File: src/cbs_pkg.sv
// ----------------------------------------------------------------------------
// cbs_pkg: shared types and constants of the custom-base string parser
// Character codes, register indexes, parse phases and the digit lookup result.
// ----------------------------------------------------------------------------
package cbs_pkg;

  localparam int unsigned MaxBase   = 16;   // largest usable radix
  localparam int unsigned AlphaSize = 16;   // alphabet slots in the registers
  localparam int unsigned IdxW      = 4;    // digit index width

  localparam int unsigned CfgIdxW   = 2;
  localparam int unsigned CfgDataW  = 64;
  localparam int unsigned LenW      = 5;

  localparam logic [CfgIdxW-1:0] CFG_ALPHA_LOW  = 2'd0;
  localparam logic [CfgIdxW-1:0] CFG_ALPHA_HIGH = 2'd1;
  localparam logic [CfgIdxW-1:0] CFG_BASE_LEN   = 2'd2;

  localparam logic [7:0] CHAR_NUL   = 8'd0;
  localparam logic [7:0] CHAR_TAB   = 8'd9;
  localparam logic [7:0] CHAR_CR    = 8'd13;
  localparam logic [7:0] CHAR_SPACE = 8'd32;
  localparam logic [7:0] CHAR_PLUS  = 8'd43;
  localparam logic [7:0] CHAR_MINUS = 8'd45;

  typedef enum logic [3:0] {
    PH_SPACE = 4'b0001,
    PH_SIGN  = 4'b0010,
    PH_DIGIT = 4'b0100,
    PH_STOP  = 4'b1000
  } phase_e;

  typedef struct packed {
    logic            base_ok;  // alphabet and radix usable
    logic            hit;      // character found among the digits in use
    logic [IdxW-1:0] index;    // digit value of the character
  } digit_t;

  function automatic logic is_space(logic [7:0] c);
    return ((c >= CHAR_TAB) && (c <= CHAR_CR)) || (c == CHAR_SPACE);
  endfunction

endpackage

File: src/cbs_if.sv
// ----------------------------------------------------------------------------
// cbs_in_if / cbs_out_if: request channels of the string parser
// Valid/ready channels; a request moves at a clock edge with both high.
// ----------------------------------------------------------------------------
interface cbs_in_if;
  logic       valid;
  logic       ready;
  logic [7:0] character;
  logic       last;

  modport source (output valid, output character, output last, input ready);
  modport sink   (input valid, input character, input last, output ready);
endinterface

interface cbs_out_if;
  logic               valid;
  logic               ready;
  logic signed [31:0] value;

  modport source (output valid, output value, input ready);
  modport sink   (input valid, input value, output ready);
endinterface

File: src/cbs_alphabet.sv
// ----------------------------------------------------------------------------
// cbs_alphabet: alphabet check and digit lookup
// Validates the configured alphabet and matches one character against it.
// ----------------------------------------------------------------------------
module cbs_alphabet import cbs_pkg::*; (
  input  logic [CfgDataW-1:0] alpha_low_i,
  input  logic [CfgDataW-1:0] alpha_high_i,
  input  logic [LenW-1:0]     base_len_i,
  input  logic [7:0]          character_i,
  output digit_t              digit_o
);

  logic [2*CfgDataW-1:0] alpha_all;
  logic [7:0]            alpha_ch [AlphaSize];
  logic [AlphaSize-1:0]  in_use;
  logic [AlphaSize-1:0]  bad_char;
  logic [AlphaSize-1:0]  dup;
  logic [AlphaSize-1:0]  match;
  logic                  len_ok;
  logic [IdxW-1:0]       index;

  assign alpha_all = {alpha_high_i, alpha_low_i};
  assign len_ok    = (base_len_i >= LenW'(2)) && (base_len_i <= LenW'(MaxBase));

  always_comb begin
    for (int i = 0; i < AlphaSize; i++) begin
      alpha_ch[i] = alpha_all[i*8 +: 8];
      in_use[i]   = LenW'(i) < base_len_i;
      bad_char[i] = in_use[i] && ((alpha_ch[i] == CHAR_NUL) || is_space(alpha_ch[i]) ||
                    (alpha_ch[i] == CHAR_PLUS) || (alpha_ch[i] == CHAR_MINUS));
      match[i]    = in_use[i] && (alpha_ch[i] == character_i);
    end
    // a later slot in use implies every earlier one is in use
    for (int i = 0; i < AlphaSize; i++) begin
      dup[i] = 1'b0;
      for (int j = i + 1; j < AlphaSize; j++) begin
        if (in_use[j] && (alpha_ch[i] == alpha_ch[j])) begin
          dup[i] = 1'b1;
        end
      end
    end
    // lowest matching slot wins
    index = '0;
    for (int i = AlphaSize - 1; i >= 0; i--) begin
      if (match[i]) begin
        index = IdxW'(i);
      end
    end
  end

  assign digit_o.base_ok = len_ok && (bad_char == '0) && (dup == '0);
  assign digit_o.hit     = match != '0;
  assign digit_o.index   = index;

endmodule

File: src/custom_base_string_to_int_top.sv
// ----------------------------------------------------------------------------
// custom_base_string_to_int_top: string to integer parser, custom digit set
// Parses a character stream into a signed 32-bit value in a configured radix.
// ----------------------------------------------------------------------------
// Usage:
//   in_ch carries one character per request, with last marking the end of a
//   string. out_ch carries one signed 32-bit value per string, issued for the
//   request marked last; other requests give no output.
//   The cfg port writes alphabet_low (index 0), alphabet_high (index 1) and
//   base_length (index 2); write only while no string is in flight.
//   A character is held in the input register; a last one moves its value
//   into the out_ch register when it advances. Throughput: one character
//   per cycle unless out_ch blocks a last one. The parse state (phase, sign,
//   accumulator) is updated by a single 32x5 multiply-add per character.
//   Reset clears the configuration to zero, the parse state to skipping
//   whitespace, and both channel registers to empty.
//   When out_ch stalls with a value pending, characters without last still
//   flow; a second last character waits in the input register, and in_ch
//   drops ready until the pending value is taken.
// ----------------------------------------------------------------------------
module custom_base_string_to_int_top import cbs_pkg::*; (
  input  logic                clk_i,
  input  logic                rst_ni,
  input  logic                cfg_we_i,
  input  logic [CfgIdxW-1:0]  cfg_idx_i,
  input  logic [CfgDataW-1:0] cfg_data_i,
  cbs_in_if.sink              in_ch,
  cbs_out_if.source           out_ch
);

  logic [CfgDataW-1:0] alpha_low_q, alpha_high_q;
  logic [LenW-1:0]     base_len_q;

  logic                in_valid_q;
  logic [7:0]          in_char_q;
  logic                in_last_q;

  phase_e              phase_q, phase_d;
  logic                neg_q, neg_d;
  logic [31:0]         acc_q, acc_d;

  logic                out_valid_q;
  logic signed [31:0]  value_q;
  logic [31:0]         value_d;

  logic                adv;
  logic                take_in;
  digit_t              digit;
  logic [31:0]         prod;

  // configuration registers
  always_ff @(posedge clk_i or negedge rst_ni) begin
    if (!rst_ni) begin
      alpha_low_q  <= '0;
      alpha_high_q <= '0;
      base_len_q   <= '0;
    end else if (cfg_we_i) begin
      if (cfg_idx_i == CFG_ALPHA_LOW) begin
        alpha_low_q <= cfg_data_i;
      end
      if (cfg_idx_i == CFG_ALPHA_HIGH) begin
        alpha_high_q <= cfg_data_i;
      end
      if (cfg_idx_i == CFG_BASE_LEN) begin
        base_len_q <= cfg_data_i[LenW-1:0];
      end
    end
  end

  // advance the input register unless it holds a last request blocked by the output
  assign adv         = in_valid_q && (!in_last_q || !out_valid_q || out_ch.ready);
  assign take_in     = in_ch.valid && in_ch.ready;
  assign in_ch.ready = !in_valid_q || adv;

  always_ff @(posedge clk_i or negedge rst_ni) begin
    if (!rst_ni) begin
      in_valid_q <= 1'b0;
    end else if (in_ch.ready) begin
      in_valid_q <= in_ch.valid;
    end
  end

  always_ff @(posedge clk_i) begin
    if (take_in) begin
      in_char_q <= in_ch.character;
      in_last_q <= in_ch.last;
    end
  end

  cbs_alphabet u_alphabet (
    .alpha_low_i  (alpha_low_q),
    .alpha_high_i (alpha_high_q),
    .base_len_i   (base_len_q),
    .character_i  (in_char_q),
    .digit_o      (digit)
  );

  // product wraps to 32 bits like the accumulator
  assign prod = acc_q * 32'(base_len_q);

  always_comb begin
    phase_d = phase_q;
    neg_d   = neg_q;
    acc_d   = acc_q;
    if ((phase_d == PH_SPACE) && !is_space(in_char_q)) begin
      phase_d = PH_SIGN;
    end
    if (phase_d == PH_SIGN) begin
      if (in_char_q == CHAR_MINUS) begin
        neg_d = !neg_q;
      end else if (in_char_q != CHAR_PLUS) begin
        phase_d = PH_DIGIT;
      end
    end
    if (phase_d == PH_DIGIT) begin
      if (digit.base_ok && digit.hit) begin
        acc_d = prod + 32'(digit.index);
      end else begin
        phase_d = PH_STOP;
      end
    end
    value_d = '0;
    if (digit.base_ok) begin
      value_d = neg_d ? (32'd0 - acc_d) : acc_d;
    end
  end

  // parse state; drop back to the start after the last character
  always_ff @(posedge clk_i or negedge rst_ni) begin
    if (!rst_ni) begin
      phase_q <= PH_SPACE;
      neg_q   <= 1'b0;
      acc_q   <= '0;
    end else if (adv) begin
      if (in_last_q) begin
        phase_q <= PH_SPACE;
        neg_q   <= 1'b0;
        acc_q   <= '0;
      end else begin
        phase_q <= phase_d;
        neg_q   <= neg_d;
        acc_q   <= acc_d;
      end
    end
  end

  always_ff @(posedge clk_i or negedge rst_ni) begin
    if (!rst_ni) begin
      out_valid_q <= 1'b0;
    end else if (adv && in_last_q) begin
      out_valid_q <= 1'b1;
    end else if (out_ch.ready) begin
      out_valid_q <= 1'b0;
    end
  end

  always_ff @(posedge clk_i) begin
    if (adv && in_last_q) begin
      value_q <= value_d;
    end
  end

  assign out_ch.valid = out_valid_q;
  assign out_ch.value = value_q;

`ifndef SYNTHESIS
  a_stall_cause: assert property (@(posedge clk_i) disable iff (!rst_ni)
    !in_ch.ready |-> (in_valid_q && in_last_q && out_valid_q && !out_ch.ready))
    else $error("input stalled without a blocked result");

  a_result_source: assert property (@(posedge clk_i) disable iff (!rst_ni)
    $rose(out_valid_q) |-> $past(adv && in_last_q))
    else $error("result appeared without a last character");

  a_restart: assert property (@(posedge clk_i) disable iff (!rst_ni)
    (adv && in_last_q) |=> (phase_q == PH_SPACE && !neg_q && acc_q == 32'd0))
    else $error("parse state not cleared after last character");

  a_stop_holds: assert property (@(posedge clk_i) disable iff (!rst_ni)
    (adv && !in_last_q && phase_q == PH_STOP) |=> ($stable(acc_q) && phase_q == PH_STOP))
    else $error("stopped parse changed state");
`endif

endmodule

File: src/flat_wrapper.sv
// flat-port wrapper written by rule: the top's interface ports become plain ports
module custom_base_string_to_int_top_flat import cbs_pkg::*;
  (clk_i, rst_ni, cfg_we_i, cfg_idx_i, cfg_data_i, in_ch_valid, in_ch_character, in_ch_last, in_ch_ready, out_ch_valid, out_ch_value, out_ch_ready);
  cbs_in_if in_ch_i ();
  cbs_out_if out_ch_i ();
  input  logic clk_i;
  input  logic rst_ni;
  input  logic cfg_we_i;
  input  logic [CfgIdxW-1:0] cfg_idx_i;
  input  logic [CfgDataW-1:0] cfg_data_i;
  input wire logic [$bits(in_ch_i.valid)-1:0] in_ch_valid;
  input wire logic [$bits(in_ch_i.character)-1:0] in_ch_character;
  input wire logic [$bits(in_ch_i.last)-1:0] in_ch_last;
  output wire logic [$bits(in_ch_i.ready)-1:0] in_ch_ready;
  output wire logic [$bits(out_ch_i.valid)-1:0] out_ch_valid;
  output wire logic [$bits(out_ch_i.value)-1:0] out_ch_value;
  input wire logic [$bits(out_ch_i.ready)-1:0] out_ch_ready;
  assign in_ch_i.valid = in_ch_valid;
  assign in_ch_i.character = in_ch_character;
  assign in_ch_i.last = in_ch_last;
  assign in_ch_ready = in_ch_i.ready;
  assign out_ch_valid = out_ch_i.valid;
  assign out_ch_value = out_ch_i.value;
  assign out_ch_i.ready = out_ch_ready;
  custom_base_string_to_int_top u_core (.clk_i(clk_i), .rst_ni(rst_ni), .cfg_we_i(cfg_we_i), .cfg_idx_i(cfg_idx_i), .cfg_data_i(cfg_data_i), .in_ch(in_ch_i), .out_ch(out_ch_i));
endmodule
File: config.mk
export PLATFORM = sky130hd
export DESIGN_NAME = custom_base_string_to_int_top_flat
export DESIGN_NICKNAME = d
export VERILOG_FILES = /design/src/cbs_pkg.sv /design/src/cbs_if.sv /design/src/cbs_alphabet.sv /design/src/custom_base_string_to_int_top.sv /design/src/flat_wrapper.sv
export SDC_FILE = /design/constraint.sdc
export NUM_CORES = 2
export LEC_CHECK = 0
export ABC_AREA = 0
export BUFFER_PORTS_ARGS = -buffer_cell sky130_fd_sc_hd__buf_2
export CORE_MARGIN = 1.5
export CORE_UTILIZATION = 60
export DETAILED_ROUTE_END_ITERATION = 12
export PLACE_DENSITY_LB_ADDON = 0.2
export SYNTH_ARGS = -nofsm -noshare
export SYNTH_HDL_FRONTEND = slang
export SYNTH_SLANG_ARGS = --single-unit
File: constraint.sdc
create_clock -name clk_i -period 9.6 [get_ports clk_i]
set_input_delay 0.48 -clock clk_i [delete_from_list [all_inputs] [get_ports clk_i]]
set_output_delay 0.48 -clock clk_i [all_outputs]
set_load 0.005 [all_outputs]
# Yosys cells after proc, flatten, opt, wreduce, memory -nomap -nowiden
# Index checks and enable logic that the tools add are counted.
# word_totals
regBits	213
output_inout_bits	34
elab_cells	684
# classes
add_sub_neg	2
n_mul	1
order_cmp	52
n_eq_ne	192
muxes	152
n_reduce_logical	274
# op_table
cell	n
$eq A8 B8 Y1	136
$eq A8 B6 Y1 const B	50
$logic_and A1 B1 Y1	177
$ge A8 B4 Y1 const B	17
$le A8 B4 Y1 const B	17
$logic_not A8 Y1	16
$mux W32	4
$mux W1	125
$mux W4	23
$logic_or A1 B1 Y1	68
$lt A4 B5 Y1 const A	8
$add A32 B4 Y32	1
$logic_not A16 Y1	2
$mul A32 B5 Y32	1
$sub A1 B32 Y32 const A	1
$lt A3 B5 Y1 const A	4
$reduce_bool A16 Y1	1
$lt A1 B5 Y1 const A	2
$lt A2 B5 Y1 const A	2
$ne A8 B6 Y1 const B	1
$reduce_and A2 Y1	3
$ge A5 B2 Y1 const B	1
$le A5 B5 Y1 const B	1
$logic_not A1 Y1	5
other kinds (7)	7

# Longest topological paths before layout
# logic_depth
depth_word	24
ltp_mapped	30

# Hierarchy
# From an unflattened synthesis, not the netlist that was laid out.
# hier_totals
cells_unflattened	3439
area_unflattened_um2	29709.7
# modules_own_cells
mod	instances	cells_per_inst	area_each_um2	seq_area_each_um2
custom_base_string_to_int_top	1	1448	15036.9	5536.6
cbs_alphabet	1	1991	14672.8	0.0

# Worst setup path after synthesis
# No wires, ideal clock.
# synth_timing
kind	register to register
start	register u_core.base_len_q[4]
end	register u_core.value_q[31], in the netlist u_core.out_ch.value[31] (data pin)
setup_time_ps	266
t_arrival_ps	6421
required_ps	9334
slack_ps	2913
stages_incl_launch_ff	25
n_path_buf	6
cell_sequence	dfrtp_1 buf_2 clkbuf_1 clkbuf_1 clkbuf_1 buf_1 nand2_1 fa_1 inv_1 fa_1 fa_1 ha_1 buf_2 and4_4 o211a_1 a211o_1 a2111oi_4 a311oi_2 nor4_4 or4b_4 nor4b_4 mux2i_2 o31ai_2 xnor2_1 nor2_1
# synth_via
elab_chain_cells	24
# synth_rtl
element	line_no	source
start: declaration	custom_base_string_to_int_top.sv:32	logic [LenW-1:0] base_len_q;
start signal: assignment	custom_base_string_to_int_top.sv:65	base_len_q <= cfg_data_i[LenW-1:0];
parallel branches: the longest is 24 deep, another holds $lt A4 B5 Y1	-	
end signal: assignment	custom_base_string_to_int_top.sv:159	value_q <= value_d;
end: declaration	custom_base_string_to_int_top.sv:43	logic signed [31:0] value_q;
# Several ways; the timed one is not identified.
# A chain may end at the register's enable or synchronous reset.

# Worst setup path in the final report
# layout_timing
start	register u_core.base_len_q[4]
end	register u_core.value_q[29], in the netlist u_core.out_ch.value[29] (data pin)
# The elaborated chain is that of the path after synthesis.

==> impl_metrics.json <==
{
  "outcome": "finished clean",
  "ys.warnings.count": 0,
  "reg2reg_to": "u_core.out_ch.value[29]",
  "grt_pass1_vias": 26700,
  "grt_max_degree": 69,
  "netlist.area_leader.share": 0.209,
  "numCtsBuffers": 26,
  "slew_violations": 0,
  "grt_first_pass_wirelength_um": 176000,
  "synth-edff-count": 41,
  "ys_async_sr_fraction": 0.808,
  "cts_tree": "built",
  "synth_fp_nets": 3556,
  "crit_end": "u_core.out_ch.value[29]",
  "required_ns": 9.94,
  "antenna_found_initial": 2,
  "seq_power_share": 0.233,
  "avgSynthCellArea_um2": 8.73,
  "path_clk_slew_ns": 0.07,
  "post-route-cell-area_mm2": 0.0308,
  "dpl.hpwl_um": 80100,
  "pwr-share-comb": 0.587,
  "syn_inst": 3327,
  "final_nets": 3502,
  "fp.dieH_um": 223,
  "synth.largest_area_cell": "xnor2_1",
  "end_kind": "flop",
  "holdPathStages": 1,
  "vdd_drop_max_uv": 174,
  "critPathKind": "reg2reg",
  "rsz0062_at_grt": "no",
  "drtIter0Drc": 4418,
  "post-route-util": 0.645,
  "die_w_um": 223,
  "tns_ns": 0,
  "setup_viol": 0,
  "post-route-drc-count": 0,
  "grt_overflow": 0,
  "switchingPower_mw": 2.88,
  "ant_nets": 0,
  "timing.rr.start": "u_core.base_len_q[4]",
  "worst-r2r-cell-count": 23,
  "rows": 80,
  "crit_arrival_ns": 8.24,
  "cts.sinks": 213,
  "cts_resized": 0,
  "synth-seq-cells": 213,
  "die_area_mm2": 0.0497,
  "yosys-top-cells-area": "xnor2_1 (21%), dfrtp_1 (15%), xor2_1 (14%)",
  "critPathLaunchType": "flop",
  "hold_violations": 0,
  "track_usage": 0.476,
  "power_density_mw_per_mm2": 189,
  "worst_slew_pin_slew_ns": 1.25,
  "clock_path_buffers": 3,
  "crit_start": "u_core.base_len_q[4]",
  "timing.final.crit_share": 0.822,
  "insertion_delay_ns": 0.60,
  "maxCapViolations": 0,
  "placed_area_mm2": 0.0299,
  "cp_max_fo": 27,
  "period_minus_slack_ns": 7.89,
  "drt-pass1-iter-count": 10,
  "io_buffers": 113,
  "slew_headroom": 0.167,
  "switching_share": 0.495,
  "start_util": 0.608,
  "syn2layout_area_growth_pct": 6.08,
  "hold_buffers": 1,
  "p_leak_nw": 12.3,
  "drt-total-wl_um": 120000,
  "dr_total_vias": 27600,
  "skew_ns": 0.0128,
  "p_int_mw": 2.94,
  "reg2reg_slack_ns": 1.71,
  "drt-vias-per-instance": 7.07,
  "cts_root_buffer": "clkbuf_16",
  "diodes": 0,
  "synth_commonest_cells": "xnor2_1 (692), xor2_1 (476), buf_2 (265)",
  "wire_per_inst_um": 30.8,
  "ios": 114,
  "syn_area_mm2": 0.0290,
  "power.total_mw": 5.82,
  "drive_gt1_frac": 0.150,
  "cts-htree-levels": 1,
  "synth_ff_type": "dfrtp_1",
  "p_clk_frac": 0.179,
  "synth_most_common_cell": "xnor2_1",
  "hold_path.class": "in2reg",
  "coreArea_mm2": 0.0477,
  "post_cts_buffers": 0,
  "max_freq_mhz": 127,
  "gp_congestion": 1.14,
  "yosysSeqAreaShare": 0.191,
  "synth_cell_type_count": 84
}
[placed cells by master (no fill, tap or decap), types with 56 or more instances in the layout]
cell,instances
xnor2_1,691
xor2_1,475
nand4_1,173
dfrtp_1,170
nand2_1,165
buf_4,162
mux2_2,137
nor4_1,128
nor2_1,117
buf_2,113
inv_1,91
fa_1,86
nor3_1,84
and2_1,75
a21oi_1,65
ha_1,63
o21ai_0,56
[power groups by stage]
| stage | logic (mW) | registers [mW] | clock network (mW) |
|---|---|---|---|
| finish | 3.42 | 1.36 | 1.04 |
| global route | 3.52 | 1.34 | 1.08 |
| detailed placement | 3.23 | 1.33 | 0 |
| floorplan | 2.50 | 1.10 | 0 |
| CTS | 3.24 | 1.31 | 1.06 |
| global placement | 3.12 | 1.33 | 0 |
[critical path, stage by stage (launching register included)]
cell and delay, ns:
dfrtp_2 0.67, or2_2 0.56, a21oi_4 0.31, or3_1 0.23, o21ai_0 0.13, nor3_1 0.24, nand2_1 0.16, a21oi_1 0.26
fa_1 0.47, ha_1 0.33, fa_1 0.54, ha_1 0.33, a211oi_1 0.30, o211ai_1 0.31, a41oi_1 0.33, xor2_1 0.29
nor2b_1 0.27, nand4_1 0.25, or4b_4 0.66, nor4b_4 0.31, mux2i_2 0.15, o21ai_1 0.24, xnor2_1 0.18, nor2_1 0.07
[kinds of logic after synthesis]
logic type,synth area share
compound gates,0.0738
xor+xnor,0.352
fa+ha+maj,0.0868
buf+inv,0.0707
flops,0.191
mux,0.0650
simple gates,0.161
[sequential cells by signal (all words and copies together), names as in the netlist]
name	flops
u_core.alpha_high_q	64
u_core.alpha_low_q	64
u_core.acc_q	32
u_core.out_ch.value	32
u_core.in_char_q	8
u_core.base_len_q	5
u_core.phase_q	4
u_core.in_last_q	1
u_core.in_valid_q	1
u_core.neg_q	1
u_core.out_ch.valid	1
[per-stage QoR]
stage / cells / hold slack [ns] / worst slack [ns]
6_report: 3905 / 0.0568 / 1.71
5_1_grt: 3905 / 0.0579 / 1.55
4_1_cts: 3904 / 0.0437 / 1.99
3_5_place_dp: 3858 / 0.501 / 2.02
3_3_place_gp: 3857 / 0.491 / 2.10
2_1_floorplan: 3327 / 0.184 / 2.91
[final cells by class]
type	instances	area, µm²
clock buffer	31	722
tap	615	769
sequential	213	5540
inverter	91	342
timing repair buffer	278	1810
multi-input combinational	2663	21500
fill	4000	16900
clock inverter	14	145
[layer usage]
metal	wire [µm]	global-route usage
met1	44800	0.625
met2	46500	0.650
met3	19600	0.192
met4	9420	0.287
met5	75	0
[how the worst min path moves through the flow]
| stage | start | endpoint | slack [ns] |
|---|---|---|---|
| finish | in_ch_last | u_core.in_last_q | 0.06 |
| global route | in_ch_last | u_core.in_last_q | 0.06 |
| CTS | in_ch_last | u_core.in_last_q | 0.04 |
| detailed placement | u_core.acc_q[31] | u_core.acc_q[31] | 0.50 |
| global placement | u_core.acc_q[31] | u_core.acc_q[31] | 0.49 |
| floorplan | rst_ni | u_core.acc_q[0] | 0.18 |
No activity file was read; power rests on OpenSTA's default activity.
